[src/hw/rtl/tltk_pkg.sv]
// tltk_pkg: shared types and byte constants for the trace line tokenizer
// no dependencies; imported by tltk_step, tltk_out_reg and trace_line_tokenizer_unit
`default_nettype none

package tltk_pkg;

	localparam int BYTE_W   = 8;
	localparam int CFG_W    = 5;
	localparam int INDEX_W  = 4;
	localparam int TOTAL_W  = 5;
	localparam int LINE_W   = 32;
	localparam int STATUS_W = 2;
	localparam int TDATA_W  = 56;
	localparam int TUSER_W  = 2;

	localparam logic [BYTE_W-1:0] CH_NUL    = 8'h00;
	localparam logic [BYTE_W-1:0] CH_TAB    = 8'h09;
	localparam logic [BYTE_W-1:0] CH_NL     = 8'h0a;
	localparam logic [BYTE_W-1:0] CH_SPACE  = 8'h20;
	localparam logic [BYTE_W-1:0] CH_DQUOTE = 8'h22;
	localparam logic [BYTE_W-1:0] CH_PERCENT = 8'h25;
	localparam logic [BYTE_W-1:0] CH_SQUOTE = 8'h27;

	localparam logic [STATUS_W-1:0] ST_OK       = 2'd0;
	localparam logic [STATUS_W-1:0] ST_UNTERM   = 2'd1;
	localparam logic [STATUS_W-1:0] ST_OVERFLOW = 2'd2;

	// quoting mode of the line scanner
	typedef enum logic [2:0] {
		Q_NONE   = 3'b001,
		Q_SINGLE = 3'b010,
		Q_DOUBLE = 3'b100
	} qmode_t;

	// per-line scanner flags (token count travels apart, its width is a parameter)
	typedef struct packed {
		qmode_t qmode;
		logic   tok_open;
		logic   qbytes;
		logic   ovf;
	} tltk_flags_t;

	typedef struct packed {
		logic                char_valid;
		logic [BYTE_W-1:0]   char_out;
		logic                token_start;
		logic [INDEX_W-1:0]  token_index;
		logic                line_done;
		logic [TOTAL_W-1:0]  token_total;
		logic [LINE_W-1:0]   line_number;
		logic [STATUS_W-1:0] line_status;
	} tltk_result_t;

endpackage

`default_nettype wire

[src/hw/rtl/tltk_step.sv]
// tltk_step: combinational scanner update for one line byte
// depends on tltk_pkg
`default_nettype none

module tltk_step #(
	parameter int MAX_TOKENS = 16,
	parameter int CNT_W      = 5
) (
	input  wire logic [tltk_pkg::BYTE_W-1:0] byte_value,
	input  wire logic                        end_of_line,
	input  wire logic [tltk_pkg::CFG_W-1:0]  max_tokens,
	input  wire tltk_pkg::tltk_flags_t       flags,
	input  wire logic [CNT_W-1:0]            count,
	input  wire logic [tltk_pkg::LINE_W-1:0] lines,
	output tltk_pkg::tltk_flags_t            flags_next,
	output logic [CNT_W-1:0]                 count_next,
	output logic                             emit,
	output tltk_pkg::tltk_result_t           result
);
	import tltk_pkg::*;

	localparam int CMP_W = (CNT_W > CFG_W) ? CNT_W : CFG_W;
	localparam logic [CMP_W-1:0] MAX_CMP = CMP_W'(MAX_TOKENS);

	logic [CMP_W-1:0] cfg_ext;
	logic [CMP_W-1:0] limit;
	logic [CMP_W-1:0] cnt_ext;
	logic [CMP_W-1:0] cnt_mid_ext;
	logic             is_sep;
	logic             is_quote;
	logic             close_hit;
	logic             open_req;
	logic             open_fail;
	logic             ovf_mid;
	logic [CNT_W-1:0] cnt_mid;
	qmode_t           qm_mid;
	logic             qb_mid;
	logic             open_mid;
	logic             cv;
	logic             ts;
	logic             em;

	always_comb begin
		cfg_ext = CMP_W'(max_tokens);
		if (cfg_ext == '0) begin
			limit = CMP_W'(1);
		end else if (cfg_ext > MAX_CMP) begin
			limit = MAX_CMP;
		end else begin
			limit = cfg_ext;
		end
	end

	assign is_sep = (byte_value == CH_SPACE) || (byte_value == CH_TAB) ||
	                (byte_value == CH_NUL) || (byte_value == CH_NL);
	assign is_quote = (byte_value == CH_SQUOTE) || (byte_value == CH_DQUOTE);
	assign close_hit = ((flags.qmode == Q_SINGLE) && (byte_value == CH_SQUOTE)) ||
	                   ((flags.qmode == Q_DOUBLE) && (byte_value == CH_DQUOTE));

	// a token opens on a quote or on the first plain byte after a break
	assign open_req  = (flags.qmode == Q_NONE) && !is_sep && (is_quote || !flags.tok_open);
	assign cnt_ext   = CMP_W'(count);
	assign open_fail = flags.ovf || (cnt_ext >= limit);
	assign ovf_mid   = flags.ovf || (open_req && open_fail);
	assign cnt_mid   = count + CNT_W'(open_req && !open_fail);
	assign cnt_mid_ext = CMP_W'(cnt_mid);

	always_comb begin
		qm_mid   = flags.qmode;
		qb_mid   = flags.qbytes;
		open_mid = flags.tok_open;
		cv       = 1'b0;
		ts       = 1'b0;
		em       = 1'b0;
		unique case (flags.qmode) inside
			Q_SINGLE, Q_DOUBLE: begin
				if (close_hit) begin
					if (!flags.ovf && !flags.qbytes) begin
						em = 1'b1;
						ts = 1'b1;
					end
					qm_mid = Q_NONE;
					qb_mid = 1'b0;
				end else begin
					if (!flags.ovf) begin
						em = 1'b1;
						cv = 1'b1;
						ts = !flags.qbytes;
					end
					qb_mid = 1'b1;
				end
			end
			Q_NONE: begin
				if (is_sep) begin
					open_mid = 1'b0;
				end else if (is_quote) begin
					open_mid = 1'b0;
					qm_mid   = (byte_value == CH_SQUOTE) ? Q_SINGLE : Q_DOUBLE;
					qb_mid   = 1'b0;
				end else begin
					if (!ovf_mid) begin
						em = 1'b1;
						cv = 1'b1;
						ts = open_req;
					end
					open_mid = (byte_value != CH_PERCENT);
				end
			end
			default: begin
				qm_mid = Q_NONE;
			end
		endcase
		// a quote still open and empty at line end gets its token start mark here
		if (end_of_line && (qm_mid != Q_NONE) && !qb_mid && !ovf_mid) begin
			ts = 1'b1;
		end
	end

	always_comb begin
		result             = '0;
		result.char_valid  = cv;
		result.char_out    = cv ? byte_value : '0;
		result.token_start = ts;
		result.token_index = (cv || ts) ? INDEX_W'(cnt_mid_ext - CMP_W'(1)) : '0;
		result.line_number = lines + LINE_W'(1);
		if (end_of_line) begin
			result.line_done   = 1'b1;
			result.token_total = TOTAL_W'(cnt_mid_ext);
			if (qm_mid != Q_NONE) begin
				result.line_status = ST_UNTERM;
			end else if (ovf_mid) begin
				result.line_status = ST_OVERFLOW;
			end else begin
				result.line_status = ST_OK;
			end
		end
	end

	assign emit = em || end_of_line;

	always_comb begin
		if (end_of_line) begin
			flags_next = '{qmode: Q_NONE, tok_open: 1'b0, qbytes: 1'b0, ovf: 1'b0};
			count_next = '0;
		end else begin
			flags_next = '{qmode: qm_mid, tok_open: open_mid, qbytes: qb_mid, ovf: ovf_mid};
			count_next = cnt_mid;
		end
	end

endmodule

`default_nettype wire

[src/hw/rtl/tltk_out_reg.sv]
// tltk_out_reg: result register on the master side of the tokenizer
// depends on tltk_pkg
`default_nettype none

module tltk_out_reg (
	input  wire logic                  clk,
	input  wire logic                  arst_n,
	input  wire logic                  load,
	input  wire tltk_pkg::tltk_result_t din,
	input  wire logic                  take,
	output logic                       busy,
	output tltk_pkg::tltk_result_t     dout
);
	import tltk_pkg::*;

	logic valid_q;

	always_ff @(posedge clk or negedge arst_n) begin
		if (!arst_n) begin
			valid_q <= 1'b0;
		end else if (load) begin
			valid_q <= 1'b1;
		end else if (take) begin
			valid_q <= 1'b0;
		end
	end

	always_ff @(posedge clk) begin
		if (load) begin
			dout <= din;
		end
	end

	assign busy = valid_q;

endmodule

`default_nettype wire

[src/hw/rtl/trace_line_tokenizer_unit.sv]
// trace_line_tokenizer_unit: top level of the line tokenizer
// depends on tltk_pkg, tltk_step and tltk_out_reg
//
// usage:
//   slave side s_*: one line byte per beat, s_tdata[7:0] the byte, s_tlast on
//   the final byte of each line.
//   master side m_*: one beat per kept token byte, per empty quoted token and
//   per line end. m_tlast marks the line-end beat, which carries token_total,
//   line_status and the line number.
//   cfg_*: write of max_tokens (1..MAX_TOKENS, 0 acts as 1), always ready;
//   write it only while no line byte is in flight.
// path: an accepted byte sits in the input register; once it advances, its
//   result is loaded into the result register, from which it can be taken.
// throughput: one byte per cycle while m_tready is high; the per-byte scanner
//   update is a single step of combinational logic between the input register
//   and the result register, so a byte can enter every cycle.
// stall: while m_tready is low the result register holds; the input register
//   still takes one more byte, then s_tready drops until the result drains.
//   Bytes that give no result leave the input register as soon as the
//   result register can accept.
// reset: arst_n clears the scanner state, the line counter and both valid
//   flags; max_tokens returns to 16. No clearing pass is needed.
`default_nettype none

module trace_line_tokenizer_unit #(
	parameter int MAX_TOKENS = 16
) (
	input  wire logic                         clk,
	input  wire logic                         arst_n,
	// config write: max_tokens
	input  wire logic                         cfg_valid,
	output logic                              cfg_ready,
	input  wire logic [tltk_pkg::CFG_W-1:0]   cfg_data,
	// input bytes
	input  wire logic                         s_tvalid,
	output logic                              s_tready,
	input  wire logic [7:0]                   s_tdata,   // [7:0] byte_value
	input  wire logic                         s_tlast,   // end_of_line
	// results
	output logic                              m_tvalid,
	input  wire logic                         m_tready,
	// [7:0] char_out, [11:8] token_index, [16:12] token_total,
	// [48:17] line_number, [50:49] line_status, [55:51] zero
	output logic [tltk_pkg::TDATA_W-1:0]      m_tdata,
	output logic [tltk_pkg::TUSER_W-1:0]      m_tuser,   // [0] char_valid, [1] token_start
	output logic                              m_tlast    // line_done
);
	import tltk_pkg::*;

	localparam int CNT_W = $clog2(MAX_TOKENS + 1);

	// config register
	logic [CFG_W-1:0] max_tokens_q;

	// input stage
	logic              valid_s1;
	logic [BYTE_W-1:0] byte_s1;
	logic              eol_s1;

	// scanner state
	tltk_flags_t       flags_q;
	logic [CNT_W-1:0]  count_q;
	logic [LINE_W-1:0] lines_q;

	tltk_flags_t       flags_next;
	logic [CNT_W-1:0]  count_next;
	logic              emit;
	tltk_result_t      result;
	tltk_result_t      out_res;
	logic              out_busy;
	logic              advance;

	assign cfg_ready = 1'b1;

	always_ff @(posedge clk or negedge arst_n) begin
		if (!arst_n) begin
			max_tokens_q <= CFG_W'(16);
		end else if (cfg_valid && cfg_ready) begin
			max_tokens_q <= cfg_data;
		end
	end

	// the byte in the input stage moves on once the result register is free
	assign advance  = valid_s1 && (!out_busy || m_tready);
	assign s_tready = !valid_s1 || advance;

	always_ff @(posedge clk or negedge arst_n) begin
		if (!arst_n) begin
			valid_s1 <= 1'b0;
		end else if (s_tready) begin
			valid_s1 <= s_tvalid;
		end
	end

	always_ff @(posedge clk) begin
		if (s_tready && s_tvalid) begin
			byte_s1 <= s_tdata[BYTE_W-1:0];
			eol_s1  <= s_tlast;
		end
	end

	tltk_step #(
		.MAX_TOKENS (MAX_TOKENS),
		.CNT_W      (CNT_W)
	) u_step (
		.byte_value  (byte_s1),
		.end_of_line (eol_s1),
		.max_tokens  (max_tokens_q),
		.flags       (flags_q),
		.count       (count_q),
		.lines       (lines_q),
		.flags_next  (flags_next),
		.count_next  (count_next),
		.emit        (emit),
		.result      (result)
	);

	// scanner state commits only when the byte leaves the input stage
	always_ff @(posedge clk or negedge arst_n) begin
		if (!arst_n) begin
			flags_q <= '{qmode: Q_NONE, tok_open: 1'b0, qbytes: 1'b0, ovf: 1'b0};
			count_q <= '0;
			lines_q <= '0;
		end else if (advance) begin
			flags_q <= flags_next;
			count_q <= count_next;
			if (eol_s1) begin
				lines_q <= lines_q + LINE_W'(1);
			end
		end
	end

	tltk_out_reg u_out (
		.clk    (clk),
		.arst_n (arst_n),
		.load   (advance && emit),
		.din    (result),
		.take   (m_tready),
		.busy   (out_busy),
		.dout   (out_res)
	);

	assign m_tvalid = out_busy;
	assign m_tlast  = out_res.line_done;
	assign m_tuser  = {out_res.token_start, out_res.char_valid};
	assign m_tdata  = {5'd0, out_res.line_status, out_res.line_number,
	                   out_res.token_total, out_res.token_index, out_res.char_out};

	// token count never passes the build-time limit
	a_count_range: assert property (@(posedge clk) disable iff (!arst_n)
		CNT_W'(count_q) <= CNT_W'(MAX_TOKENS))
		else $error("token count above MAX_TOKENS");

	// a line end leaves a clean scanner
	a_line_reset: assert property (@(posedge clk) disable iff (!arst_n)
		advance && eol_s1 |=> (count_q == '0) && !flags_q.ovf && (flags_q.qmode == Q_NONE))
		else $error("scanner state not cleared at line end");

	// line summary fields stay zero off the line-end beat
	a_summary_zero: assert property (@(posedge clk) disable iff (!arst_n)
		m_tvalid && !m_tlast |-> (m_tdata[16:12] == '0) && (m_tdata[50:49] == ST_OK))
		else $error("line summary outside line end");

	// no byte data without char_valid
	a_char_zero: assert property (@(posedge clk) disable iff (!arst_n)
		m_tvalid && !m_tuser[0] |-> (m_tdata[7:0] == '0))
		else $error("char_out set without char_valid");

	// the input side only stalls behind a held byte
	a_ready_cause: assert property (@(posedge clk) disable iff (!arst_n)
		!s_tready |-> valid_s1 && out_busy && !m_tready)
		else $error("input stalled without cause");

endmodule

`default_nettype wire

[config.mk]
export PLATFORM = sky130hd
export DESIGN_NAME = trace_line_tokenizer_unit
export DESIGN_NICKNAME = d
export VERILOG_FILES = /design/src/hw/rtl/tltk_pkg.sv /design/src/hw/rtl/tltk_step.sv /design/src/hw/rtl/tltk_out_reg.sv /design/src/hw/rtl/trace_line_tokenizer_unit.sv
export SDC_FILE = /design/constraint.sdc
export NUM_CORES = 1
export LEC_CHECK = 0
export BUFFER_PORTS_ARGS = -buffer_cell sky130_fd_sc_hd__buf_2
export CORE_MARGIN = 4
export CORE_UTILIZATION = 54
export CTS_BUF_LIST = sky130_fd_sc_hd__clkbuf_4 sky130_fd_sc_hd__clkbuf_8
export CTS_CLUSTER_DIAMETER = 200
export CTS_CLUSTER_SIZE = 20
export DETAILED_ROUTE_END_ITERATION = 8
export GPL_TIMING_DRIVEN = 0
export HOLD_SLACK_MARGIN = 0.12
export PLACE_DENSITY_LB_ADDON = 0.1
export SLEW_MARGIN = 25
export SYNTH_ARGS = -nofsm -noshare
export SYNTH_HDL_FRONTEND = slang
export SYNTH_HIERARCHICAL = 1
export SYNTH_SLANG_ARGS = --single-unit
[constraint.sdc]
create_clock -name clk -period 3.2 [get_ports clk]
set_input_delay 0.64 -clock clk [delete_from_list [all_inputs] [get_ports clk]]
set_output_delay 0.64 -clock clk [all_outputs]
set_load 0.01 [all_outputs]
==> flow_summary_export.csv <==
group,metric,value,unit
run_status,status,"finished clean",
timing,post-route-min-period,3090,ps
timing,slew_headroom,57.4,%
place,dpl_cell_area,6240,µm²
place,io_buffers,74,
grt,grt_max_degree,56,
power,ir_worst_vdd,0.425,mV
layout,drive_above_1_share,29.6,%
timing,max_slew.worst_pin.slew,638,ps
drt,drc,0,
worst_setup_path,cp-end-kind,"flip-flop",
drt,wirelength,11.2,mm
synthesis,netlist_area,5680,µm²
layout,nets,590,
timing,setup_viol,0,
drt,antenna_left,0,
timing,hold_viol,0,
grt,grt_util_all_layers,19.5,%
synthesis,syn_inst,462,
drt,num_vias,3817,
synthesis,yosys.area.top_type,"edfxtp_1",
layout,syn_to_final_growth,18.1,%
floorplan,die-height,111,µm
grt,antenna_found_initial,0,
floorplan,core,10300,µm²
synthesis,synthTopCellsByArea,"edfxtp_1 (33%), dfrtp_1 (21%), xnor2_1 (5.2%), xor2_1 (5.1%), mux2_2 (3.4%)",
clock_network,cts_sinks,113,
power,p_leak,2.91,nW
worst_setup_path,startpoint_type,"flip-flop",
grt,grt_pass1_vias,3820,
drt,routedWlPerCell,15.8,µm
clock_network,clk_pin_slew_worst_paths,60,ps
grt,grt_pass1_wl,19.0,mm
clock_network,cts_buffers,17,
synthesis,synth.yosys.warnings,6,
floorplan,row_count,37,
synthesis,synthFlopType,"edfxtp_1",
synthesis,synth_edf_count,63,
drt,drt-initial-drc-count,156,
layout,fin_cells,710,
floorplan,start_util,55.3,%
floorplan,die_width,111,µm
synthesis,async_reset_ff_share,44.2,%
synthesis,yosysUniqueCellTypes,60,
layout,design_area,6710,µm²
synthesis,yosys.cell_count.top_type,"edfxtp_1",
timing,slew_violations,0,
place,placedCellCount,676,
worst_setup_path,required,3360,ps
worst_setup_path,r2r_cells,11,
grt,gr-total-overflow,0,
clock_network,htree_levels,4,
timing,max_freq,324,MHz
synthesis,yosysTopAreaCellShare,33.3,%
drt,vias_per_cell,5.38,
worst_setup_path,crit_type,"flip-flop to flip-flop",
timing,min_period_over_period,96.6,%
timing,setup_tns,0,ps
clock_network,postCtsHoldBufs,0,
clock_network,clk_path_buf_depth,2,
layout,diodes,0,
timing,post-route-worst-setup-slack,109,ps
clock_network,insertion_delay,430,ps
hold_path,hold_path_class,"input pin to asynchronous set/reset pin",
drt,first_pass_iters,4,
place,gp_congestion,0.819,
clock_network,root_buffer,"clkbuf_8",
worst_setup_path,crit_arrival,3250,ps
floorplan,ios,81,
synthesis,synthTopCellsByCount,"edfxtp_1 (63), dfrtp_1 (48), xnor2_1 (34)",
synthesis,yosys_register_bits,113,
synthesis,avgSynthCellArea,12.3,µm²
floorplan,dieArea,12200,µm²
place,dp_slack,-17.9,ps
timing,skew,13.1,ps
run,drv_cap,0,
synthesis,seq_area_frac_synth,55.4,%
power,power_density,648,nW/µm²
worst_setup_path,path_max_fanout,4,
power,p_total,4.35,mW
clock_network,cts_tree,"built",
place,post-dp-hpwl,7.64,mm
-- area by class of cell --
class,instances,area [µm²]
clock buffers,18,241
repair buffers,75,380
flip-flops and latches,113,3150
clock inverters,14,194
inverters,14,52.6
fillers,825,3570
multi-input cells,318,2380
plain buffers,22,146
well taps,136,170
-- worst max-delay path, stage by stage, from the launching register on --
cell and delay [ps]:
dfstp_2 540, inv_1 70, ha_1 320, a211o_1 280, a31oi_2 200, and2_1 180
ha_1 210, ha_1 290, a2111oi_0 410, a21oi_1 110, xor2_1 160, a31oi_1 60
-- timing repair --
action / 4_1_cts / 5_1_grt
setup endpoints to repair: 55 / 56
setup buffers: 0 / 1
cloned: 0 / 1
gates resized for setup: 1 / 2
pin swaps: 0 / 1
-- layer usage --
metal / vias up / share of wire, % / track usage (%)
li1: 1879 / - / -
met1: 1834 / 47 / 26.2
met2: 89 / 46 / 29.5
met3: 15 / 4.7 / 4.88
met4: 0 / 1.8 / 9.93
met5: - / 0 / 0
-- power breakdown --
group	switching (mW)	internal [mW]
clock network	0.548	0.919
registers	0.161	1.84
logic	0.502	0.380
total	1.21	3.14
-- worst paths after layout --
kind                            startpoint               to  slack [ps]
hold reg to reg                lines_q[31]      lines_q[31]         490
hold / removal                      arst_n  max_tokens_q[2]         230
setup / recovery           max_tokens_q[4]   u_out/dout[43]         110
setup reg to reg           max_tokens_q[4]   u_out/dout[43]         110
min in group clk                   s_tlast           eol_s1         390
max in group asynchronous           arst_n      lines_q[22]        2540
-- layout by cell type (no fill, tap or decap), types with 10 or more instances in the layout --
cell       n
mux2_2    17
buf_2     79
nand3_1   26
nand4_1   13
nand2_1   27
dfrtp_1   48
clkbuf_8  17
inv_1     14
buf_4     11
ha_1      10
nor2_1    24
and2_1    11
edfxtp_1  63
nor4_2    11
nor3_1    10
xor2_1    33
xnor2_1   34
-- flip-flops by register name, indices dropped and copies added, names as in the netlist --
signal,cells
byte_s1,8
max_tokens_q,5
lines_q,32
u_out/busy,1
flags_q,6
valid_s1,1
u_out/dout,54
count_q,5
eol_s1,1
-- per-stage QoR --
stage          util [%]  hold slack (ps)
4_1_cts            65.0              225
2_1_floorplan         -              344
6_report           65.3              228
3_5_place_dp       60.7              484
3_3_place_gp       60.7              478
5_1_grt            65.3              261
-- kinds of logic after synthesis --
| logic type | share of synthesized area, % |
|---|---|
| other | 0.132 |
| AO/OA/AOI/OAI | 4.52 |
| XOR/XNOR | 10.3 |
| adder cells (fa/ha/maj) | 2.20 |
| flip-flops | 55.4 |
| buffers and inverters | 3.50 |
| AND/OR/NAND/NOR | 19.9 |
| multiplexers | 4.07 |
(Power assumes the default switching activity.)
